[src/rtl/skse_pkg.sv]
`default_nettype none
// ----------------------------------------------------------------------------
// skse_pkg: shared types and constants of the sorted key set engine
// Holds the capacity, field widths, operation and status codes, controller
// states and the command and status groups between controller and datapath.
// ----------------------------------------------------------------------------
package skse_pkg;

   localparam int CAPACITY = 32;
   localparam int KEY_W    = 32;
   localparam int IDX_W    = (CAPACITY > 1) ? $clog2(CAPACITY) : 1;
   localparam int CNT_W    = $clog2(CAPACITY + 1);

   typedef enum logic [2:0] {
      OP_INSERT    = 3'd0,
      OP_DELETE    = 3'd1,
      OP_SEARCH    = 3'd2,
      OP_LIST_ASC  = 3'd3,
      OP_LIST_DESC = 3'd4
   } op_type;

   typedef enum logic [2:0] {
      ST_OK       = 3'd0,
      ST_DUP      = 3'd1,
      ST_NOTFOUND = 3'd2,
      ST_EMPTY    = 3'd3,
      ST_FULL     = 3'd4
   } status_type;

   typedef enum logic [0:0] {
      S_IDLE = 1'b0,
      S_LIST = 1'b1
   } state_type;

   typedef struct packed {
      logic             single;
      op_type           op;
      logic             list_load;
      logic [IDX_W-1:0] list_idx;
      logic             list_last;
   } cmd_type;

   typedef struct packed {
      logic [CNT_W-1:0] count;
   } sts_type;

endpackage

`default_nettype wire

[src/rtl/skse_if.sv]
`default_nettype none
// ----------------------------------------------------------------------------
// skse_req_if / skse_rsp_if: request and response channels
// Valid/ready channels carrying one item each; an item moves at a rising
// clock edge where valid and ready are both high.
// ----------------------------------------------------------------------------
interface skse_req_if;
   logic                             valid;
   logic                             ready;
   logic [2:0]                       opcode;
   logic signed [skse_pkg::KEY_W-1:0] key;

   modport source (output valid, output opcode, output key, input ready);
   modport sink   (input valid, input opcode, input key, output ready);
endinterface

interface skse_rsp_if;
   logic                             valid;
   logic                             ready;
   logic [2:0]                       status;
   logic signed [skse_pkg::KEY_W-1:0] value;
   logic                             last;

   modport source (output valid, output status, output value, output last, input ready);
   modport sink   (input valid, input status, input value, input last, output ready);
endinterface

`default_nettype wire

[src/rtl/skse_datapath.sv]
`default_nettype none
// ----------------------------------------------------------------------------
// skse_datapath: key store, parallel compare and response payload
// Keeps the keys sorted in a row of registers, resolves insert, delete and search
// with a less-than and an equality compare per entry, and holds the response payload.
// ----------------------------------------------------------------------------
module skse_datapath (
   input  wire                                  clock,
   input  wire                                  reset,
   input  wire skse_pkg::cmd_type               cmd,
   input  wire logic signed [skse_pkg::KEY_W-1:0] key,
   output skse_pkg::sts_type                    sts,
   output logic [2:0]                           rsp_status,
   output logic signed [skse_pkg::KEY_W-1:0]    rsp_value,
   output logic                                 rsp_last
);

   localparam int CAP = skse_pkg::CAPACITY;
   localparam int KW  = skse_pkg::KEY_W;
   localparam int CW  = skse_pkg::CNT_W;

   logic signed [KW-1:0] keys_ff  [CAP];
   logic signed [KW-1:0] keys_in  [CAP];
   logic signed [KW-1:0] up_keys  [CAP];
   logic signed [KW-1:0] dn_keys  [CAP];
   logic [CW-1:0]        count_ff, count_in;
   logic [CAP-1:0]       lt, eq, lt_prev;
   logic                 found, empty, full;
   skse_pkg::status_type status;
   logic [2:0]           rsp_status_ff, rsp_status_in;
   logic signed [KW-1:0] rsp_value_ff, rsp_value_in;
   logic                 rsp_last_ff, rsp_last_in;

   // Entries below the fill count are valid and ascending, so lt is a
   // thermometer code whose edge is the insert position.
   always_comb begin
      for (int i = 0; i < CAP; i++) begin
         lt[i] = (CW'(i) < count_ff) && (keys_ff[i] < key);
         eq[i] = (CW'(i) < count_ff) && (keys_ff[i] == key);
      end
      lt_prev[0] = 1'b0;
      up_keys[0] = key;
      dn_keys[CAP-1] = keys_ff[CAP-1];
      for (int i = 1; i < CAP; i++) begin
         lt_prev[i]   = lt[i-1];
         up_keys[i]   = keys_ff[i-1];
         dn_keys[i-1] = keys_ff[i];
      end
   end

   assign found = |eq;
   assign empty = (count_ff == '0);
   assign full  = (count_ff == CW'(CAP));

   always_comb begin
      status   = skse_pkg::ST_OK;
      count_in = count_ff;
      for (int i = 0; i < CAP; i++) begin
         keys_in[i] = keys_ff[i];
      end
      if (cmd.single) begin
         case (cmd.op)
            skse_pkg::OP_INSERT: begin
               if (found) begin
                  status = skse_pkg::ST_DUP;
               end else if (full) begin
                  status = skse_pkg::ST_FULL;
               end else begin
                  count_in = count_ff + CW'(1);
                  for (int i = 0; i < CAP; i++) begin
                     keys_in[i] = lt[i] ? keys_ff[i] : (lt_prev[i] || i == 0) ? key : up_keys[i];
                  end
               end
            end
            skse_pkg::OP_DELETE: begin
               if (empty) begin
                  status = skse_pkg::ST_EMPTY;
               end else if (!found) begin
                  status = skse_pkg::ST_NOTFOUND;
               end else begin
                  count_in = count_ff - CW'(1);
                  for (int i = 0; i < CAP; i++) begin
                     keys_in[i] = lt[i] ? keys_ff[i] : dn_keys[i];
                  end
               end
            end
            skse_pkg::OP_SEARCH: begin
               if (empty) begin
                  status = skse_pkg::ST_EMPTY;
               end else if (!found) begin
                  status = skse_pkg::ST_NOTFOUND;
               end
            end
            default: begin
               // A listing only comes here when the set is empty.
               status = skse_pkg::ST_EMPTY;
            end
         endcase
      end
   end

   always_comb begin
      rsp_status_in = rsp_status_ff;
      rsp_value_in  = rsp_value_ff;
      rsp_last_in   = rsp_last_ff;
      if (cmd.single) begin
         rsp_status_in = status;
         rsp_value_in  = '0;
         rsp_last_in   = 1'b1;
      end else if (cmd.list_load) begin
         rsp_status_in = skse_pkg::ST_OK;
         rsp_value_in  = keys_ff[cmd.list_idx];
         rsp_last_in   = cmd.list_last;
      end
   end

   always_ff @(posedge clock) begin
      if (reset) begin
         count_ff <= '0;
      end else begin
         count_ff <= count_in;
      end
   end

   always_ff @(posedge clock) begin
      for (int i = 0; i < CAP; i++) begin
         keys_ff[i] <= keys_in[i];
      end
      rsp_status_ff <= rsp_status_in;
      rsp_value_ff  <= rsp_value_in;
      rsp_last_ff   <= rsp_last_in;
   end

   assign sts.count  = count_ff;
   assign rsp_status = rsp_status_ff;
   assign rsp_value  = rsp_value_ff;
   assign rsp_last   = rsp_last_ff;

endmodule

`default_nettype wire

[src/rtl/skse_ctrl.sv]
`default_nettype none
// ----------------------------------------------------------------------------
// skse_ctrl: request sequencing and listing walk
// Accepts requests, issues single operations to the datapath, steps through
// the store for listings and owns the response valid flag.
// ----------------------------------------------------------------------------
module skse_ctrl (
   input  wire                          clock,
   input  wire                          reset,
   input  wire                          req_valid,
   output logic                         req_ready,
   input  wire logic [2:0]              req_opcode,
   output logic                         rsp_valid,
   input  wire                          rsp_ready,
   input  wire skse_pkg::sts_type       sts,
   output skse_pkg::cmd_type            cmd
);

   localparam int IW = skse_pkg::IDX_W;
   localparam int CW = skse_pkg::CNT_W;

   skse_pkg::state_type state_ff, state_in;
   skse_pkg::op_type    op;
   logic [IW-1:0]       step_ff, step_in;
   logic                desc_ff, desc_in;
   logic                rsp_valid_ff, rsp_valid_in;
   logic                rsp_busy, accept, step_last;

   assign op        = skse_pkg::op_type'(req_opcode);
   assign rsp_busy  = rsp_valid_ff && !rsp_ready;
   assign accept    = req_valid && req_ready;
   assign step_last = (CW'(step_ff) == sts.count - CW'(1));

   always_ff @(posedge clock) begin
      if (reset) begin
         state_ff     <= skse_pkg::S_IDLE;
         rsp_valid_ff <= 1'b0;
         step_ff      <= '0;
         desc_ff      <= 1'b0;
      end else begin
         state_ff     <= state_in;
         rsp_valid_ff <= rsp_valid_in;
         step_ff      <= step_in;
         desc_ff      <= desc_in;
      end
   end

   always_comb begin
      state_in      = state_ff;
      step_in       = step_ff;
      desc_in       = desc_ff;
      rsp_valid_in  = rsp_busy;
      req_ready     = 1'b0;
      cmd           = '0;
      cmd.op        = op;
      case (state_ff)
         skse_pkg::S_IDLE: begin
            req_ready = !rsp_busy;
            if (accept) begin
               case (op)
                  skse_pkg::OP_INSERT, skse_pkg::OP_DELETE, skse_pkg::OP_SEARCH: begin
                     cmd.single   = 1'b1;
                     rsp_valid_in = 1'b1;
                  end
                  skse_pkg::OP_LIST_ASC, skse_pkg::OP_LIST_DESC: begin
                     if (sts.count == '0) begin
                        cmd.single   = 1'b1;
                        rsp_valid_in = 1'b1;
                     end else begin
                        state_in = skse_pkg::S_LIST;
                        step_in  = '0;
                        desc_in  = (op == skse_pkg::OP_LIST_DESC);
                     end
                  end
                  default: begin
                     // Undefined opcodes are dropped without a response.
                  end
               endcase
            end
         end
         skse_pkg::S_LIST: begin
            if (!rsp_busy) begin
               cmd.list_load = 1'b1;
               cmd.list_last = step_last;
               cmd.list_idx  = desc_ff ? IW'(sts.count - CW'(1) - CW'(step_ff)) : step_ff;
               rsp_valid_in  = 1'b1;
               step_in       = step_ff + IW'(1);
               if (step_last) begin
                  state_in = skse_pkg::S_IDLE;
               end
            end
         end
         default: begin
            state_in = skse_pkg::S_IDLE;
         end
      endcase
   end

   assign rsp_valid = rsp_valid_ff;

`ifndef SYNTHESIS
   a_accept_idle: assert property (@(posedge clock) disable iff (reset)
      accept |-> state_ff == skse_pkg::S_IDLE)
      else $error("request accepted outside idle");

   a_list_nonempty: assert property (@(posedge clock) disable iff (reset)
      state_ff == skse_pkg::S_LIST |-> sts.count != '0 && CW'(step_ff) < sts.count)
      else $error("listing walk beyond fill count");

   a_last_ends: assert property (@(posedge clock) disable iff (reset)
      cmd.list_load && cmd.list_last |=> state_ff == skse_pkg::S_IDLE)
      else $error("listing did not end after last item");

   a_load_free: assert property (@(posedge clock) disable iff (reset)
      (cmd.single || cmd.list_load) |-> !rsp_busy)
      else $error("response overwritten while stalled");
`endif

endmodule

`default_nettype wire

[src/rtl/sorted_key_set_engine.sv]
`default_nettype none
// Insert, delete and search: the response is valid in the cycle after acceptance.
// Listing of N keys: N responses; acceptance enters the listing state, which reads the
// register row into the response register one key per cycle unless the response stalls;
// a new request can be taken at the edge that takes the only or last response; a stalled
// response holds off the request side. An empty listing gives one response, like a single
// operation. Reset clears the fill count and control state; key registers are not reset.
// ----------------------------------------------------------------------------
// sorted_key_set_engine: bounded sorted set of distinct signed keys
// Top level joining the controller and the datapath to the two channels.
// ----------------------------------------------------------------------------
module sorted_key_set_engine (
   input  wire     clock,
   input  wire     reset,
   skse_req_if.sink   req_ch,
   skse_rsp_if.source rsp_ch
);

   skse_pkg::cmd_type cmd;
   skse_pkg::sts_type sts;

   skse_ctrl u_ctrl (
      .clock      (clock),
      .reset      (reset),
      .req_valid  (req_ch.valid),
      .req_ready  (req_ch.ready),
      .req_opcode (req_ch.opcode),
      .rsp_valid  (rsp_ch.valid),
      .rsp_ready  (rsp_ch.ready),
      .sts        (sts),
      .cmd        (cmd)
   );

   skse_datapath u_datapath (
      .clock      (clock),
      .reset      (reset),
      .cmd        (cmd),
      .key        (req_ch.key),
      .sts        (sts),
      .rsp_status (rsp_ch.status),
      .rsp_value  (rsp_ch.value),
      .rsp_last   (rsp_ch.last)
   );

endmodule

`default_nettype wire

[src/flat_wrapper.sv]
// flat-port wrapper written by rule: the top's interface ports become plain ports
module sorted_key_set_engine_flat 
  (clock, reset, req_ch_valid, req_ch_opcode, req_ch_key, req_ch_ready, rsp_ch_valid, rsp_ch_status, rsp_ch_value, rsp_ch_last, rsp_ch_ready);
  skse_req_if req_ch_i ();
  skse_rsp_if rsp_ch_i ();
  input  wire clock;
  input  wire reset;
  input wire logic [$bits(req_ch_i.valid)-1:0] req_ch_valid;
  input wire logic [$bits(req_ch_i.opcode)-1:0] req_ch_opcode;
  input wire logic [$bits(req_ch_i.key)-1:0] req_ch_key;
  output wire logic [$bits(req_ch_i.ready)-1:0] req_ch_ready;
  output wire logic [$bits(rsp_ch_i.valid)-1:0] rsp_ch_valid;
  output wire logic [$bits(rsp_ch_i.status)-1:0] rsp_ch_status;
  output wire logic [$bits(rsp_ch_i.value)-1:0] rsp_ch_value;
  output wire logic [$bits(rsp_ch_i.last)-1:0] rsp_ch_last;
  input wire logic [$bits(rsp_ch_i.ready)-1:0] rsp_ch_ready;
  assign req_ch_i.valid = req_ch_valid;
  assign req_ch_i.opcode = req_ch_opcode;
  assign req_ch_i.key = req_ch_key;
  assign req_ch_ready = req_ch_i.ready;
  assign rsp_ch_valid = rsp_ch_i.valid;
  assign rsp_ch_status = rsp_ch_i.status;
  assign rsp_ch_value = rsp_ch_i.value;
  assign rsp_ch_last = rsp_ch_i.last;
  assign rsp_ch_i.ready = rsp_ch_ready;
  sorted_key_set_engine u_core (.clock(clock), .reset(reset), .req_ch(req_ch_i), .rsp_ch(rsp_ch_i));
endmodule
[config.mk]
export PLATFORM = sky130hd
export DESIGN_NAME = sorted_key_set_engine_flat
export DESIGN_NICKNAME = d
export VERILOG_FILES = /design/src/rtl/skse_pkg.sv /design/src/rtl/skse_if.sv /design/src/rtl/skse_datapath.sv /design/src/rtl/skse_ctrl.sv /design/src/rtl/sorted_key_set_engine.sv /design/src/flat_wrapper.sv
export SDC_FILE = /design/constraint.sdc
export NUM_CORES = 2
export LEC_CHECK = 0
export ABC_AREA = 0
export BUFFER_PORTS_ARGS = -buffer_cell sky130_fd_sc_hd__buf_4
export CORE_MARGIN = 8
export CORE_UTILIZATION = 30
export DETAILED_ROUTE_END_ITERATION = 12
export PLACE_DENSITY = 0.53
export SETUP_SLACK_MARGIN = 0.05
export SLEW_MARGIN = 5
export SYNTH_ARGS = -nofsm -noshare
export SYNTH_HDL_FRONTEND = slang
export SYNTH_HIERARCHICAL = 1
export SYNTH_SLANG_ARGS = --single-unit
export TNS_END_PERCENT = 30
[constraint.sdc]
create_clock -name clock -period 8.1 [get_ports clock]
set_input_delay 0.81 -clock clock [delete_from_list [all_inputs] [get_ports clock]]
set_output_delay 0.81 -clock clock [all_outputs]
set_load 0.005 [all_outputs]
==> flow_metrics.env <==
export IMPL_outcome="finished with violations"
export IMPL_violations="capacitance limit, slew limit"
export IMPL_synthCells=7982
export IMPL_power_density_nw_per_um2=151
export IMPL_io_pins=77
export IMPL_first_pass_iters=5
export IMPL_cts_sinks=1074
export IMPL_ys_seq_area_frac=0.374
export IMPL_synth_ff_type="edfxtp_1"
export IMPL_tightest_slew_ns=1.49
export IMPL_grt_pass1_wl_um=487000
export IMPL_grt_max_degree=257
export IMPL_wl_um=340000
export IMPL_synthTopCellsByCount="nand2_1, ha_1, edfxtp_1"
export IMPL_die_y_um=548
export IMPL_gp_congestion=0.933
export IMPL_cts_setup_buffers=0
export IMPL_dp_hpwl_um=256000
export IMPL_ir_drop_mv=0.221
export IMPL_vias=68918
export IMPL_drt_antenna_violating_nets=0
export IMPL_viasPerCell=5.88
export IMPL_synth_area_leader_cell="edfxtp_1"
export IMPL_hold_viol_final=0
export IMPL_post_cts_resized=0
export IMPL_worstPathMaxFanout=32
export IMPL_drt_initial_drc_count=7671
export IMPL_holdWs_ns=0.358
export IMPL_slew_viol_final=1
export IMPL_startpoint_type="input pin"
export IMPL_setup_violations_final=0
export IMPL_worst_r2r_path_depth=10
export IMPL_core_um2=282000
export IMPL_row_count=195
export IMPL_cts_htree_levels=4
export IMPL_fin_nets=8924
export IMPL_die_x_um=548
export IMPL_wire_per_inst_um=29.0
export IMPL_grt_use_total=0.217
export IMPL_final_util=0.335
export IMPL_arrival_ns=6.79
export IMPL_grt_pass1_vias=66568
export IMPL_hold_path_depth=2
export IMPL_cts_made_buffers=138
export IMPL_ys_ff_latch=1074
export IMPL_cts_root_buffer="clkbuf_16"
export IMPL_port_buffers=76
export IMPL_fin_tns_setup_ns=0
export IMPL_clkTransAtPathRegs_ns=0.06
export IMPL_synth_warnings=6
export IMPL_syn_num_nets=9057
export IMPL_synth_most_common_cell="nand2_1"
export IMPL_post_route_period_util=0.790
export IMPL_netlist_cell_type_count=85
export IMPL_crit_type="input pin to flop"
export IMPL_worstSkewPairLatency_ns=0.81
export IMPL_cts_buffer_depth=3
export IMPL_cts_hold_buf=0
export IMPL_antenna_found_initial=31
export IMPL_relSlewSlack=-0.000285
export IMPL_crit_required_ns=8.49
export IMPL_avgSynthCellArea_um2=10.6
export IMPL_drv_cap=2
export IMPL_drive_gt1_frac=0.110
export IMPL_synth_edf_count=1027
export IMPL_layout_area_overhead_vs_synth_pct=11.3
export IMPL_cp_end_kind="flop"
export IMPL_total_power_uw=14200
export IMPL_fmax_mhz=156
export IMPL_dieArea_um2=301000
export IMPL_rsz0062_at_grt="no"
export IMPL_cts_tree="built"
export IMPL_initial_utilization=0.301
export IMPL_drc=0
export IMPL_p_leak_uw=0.0373
export IMPL_hp_class="input pin to flop"
export IMPL_clock_skew_ns=0.0409
export IMPL_synth_top_area_frac=0.363
export IMPL_grt_overflow=0
export IMPL_period_minus_slack_ns=6.40
export IMPL_ys_async_sr_fraction=0
export IMPL_synth_area_um2=85000
export IMPL_netlist_top_cells_area="edfxtp_1, ha_1, mux2i_1"
## path summary, 6_finish.rpt
path                                   startpoint                               end  slack (ns)
hold reg to reg   u_core/u_datapath/rsp_value[27]   u_core/u_datapath/rsp_value[27]        0.49
setup reg to reg         u_core/u_datapath/sts[0]  u_core/u_datapath/keys_ff[13][5]        1.91
setup / recovery                   req_ch_key[25]  u_core/u_datapath/keys_ff[13][5]        1.70
hold / removal                              reset          u_core/u_datapath/sts[0]        0.36
## placed cells by master, fill, tap and decap left out, types with 56 or more instances in the layout
master / count
o21ai_0: 990
mux2i_1: 996
nand3_1: 71
a21oi_1: 373
nand4_1: 256
edfxtp_1: 1027
clkbuf_16: 146
nand2_1: 1153
mux4_2: 320
inv_1: 96
o211ai_1: 81
nor2_1: 166
a21o_1: 314
ha_1: 1035
buf_4: 240
a211oi_1: 56
## critical path, cell delays in order
cell and delay (ns):
buf_4 0.39, inv_1 0.61, buf_4 0.44, ha_1 0.33
nand4_1 0.30, nor4_1 1.19, and3_1 0.30, a31oi_1 0.04
and4_1 0.34, nand3_2 0.31, mux2_4 0.59, nor2_4 1.05
## final cells by class
cell class,count,area [um2]
Antenna cell,11,27.5
Fill cell,28323,187000
Clock buffer,183,3870
Inverter,98,368
Tap cell,3743,4680
Timing Repair Buffer,254,2080
Sequential cell,1074,31800
Clock inverter,71,544
Multi-Input combinational cell,6283,51200
## stage by stage
stage / instance area, um2 / setup slack, ns / std cells
2_1_floorplan: 85000 / 1.87 / 7982
3_3_place_gp: 90100 / 0.924 / 11451
3_5_place_dp: 90100 / 0.806 / 11452
4_1_cts: 94500 / 1.68 / 11706
5_1_grt: 94600 / 1.59 / 11707
6_report: 94600 / 1.70 / 11717
## metal layers
| layer | wire length [um] | vias to the layer above | GRT usage |
|---|---|---|---|
| met3 | 31900 | 563 | 0.0502 |
| met2 | 147000 | 3140 | 0.329 |
| met1 | 147000 | 34585 | 0.304 |
| li1 | - | 30602 | - |
| met5 | 186 | - | 0 |
| met4 | 13600 | 28 | 0.0768 |
## cell families (layout without fill, tap and decap cells)
kind of cell | count (synthesis) | in the layout | synth area share
compound gates | 1972 | 1972 | 0.135
simple gates | 1917 | 1917 | 0.101
buf+inv | 625 | 606 | 0.0296
other cells | 0 | 11 | 0
xor+xnor | 22 | 22 | 0.00227
mux | 1336 | 1336 | 0.205
flops | 1074 | 1074 | 0.374
fa+ha+maj | 1036 | 1036 | 0.153
## registers in the layout (all words and copies together) (netlist names)
register,flops
u_core/u_datapath/keys_ff,1024
u_core/u_datapath/rsp_status,3
u_core/u_ctrl/state_ff,1
u_core/u_ctrl/desc_ff,1
u_core/u_ctrl/step_ff,5
u_core/u_ctrl/rsp_valid,1
u_core/u_datapath/sts,6
u_core/u_datapath/rsp_last,1
u_core/u_datapath/rsp_value,32
## report_power, final
group	leakage (uW)	internal (uW)	switching (uW)
Clock	0.00218	3560	2670
Combinational	0.0254	576	1130
Sequential	0.00969	6190	126
No activity file was read; power rests on OpenSTA's default activity.
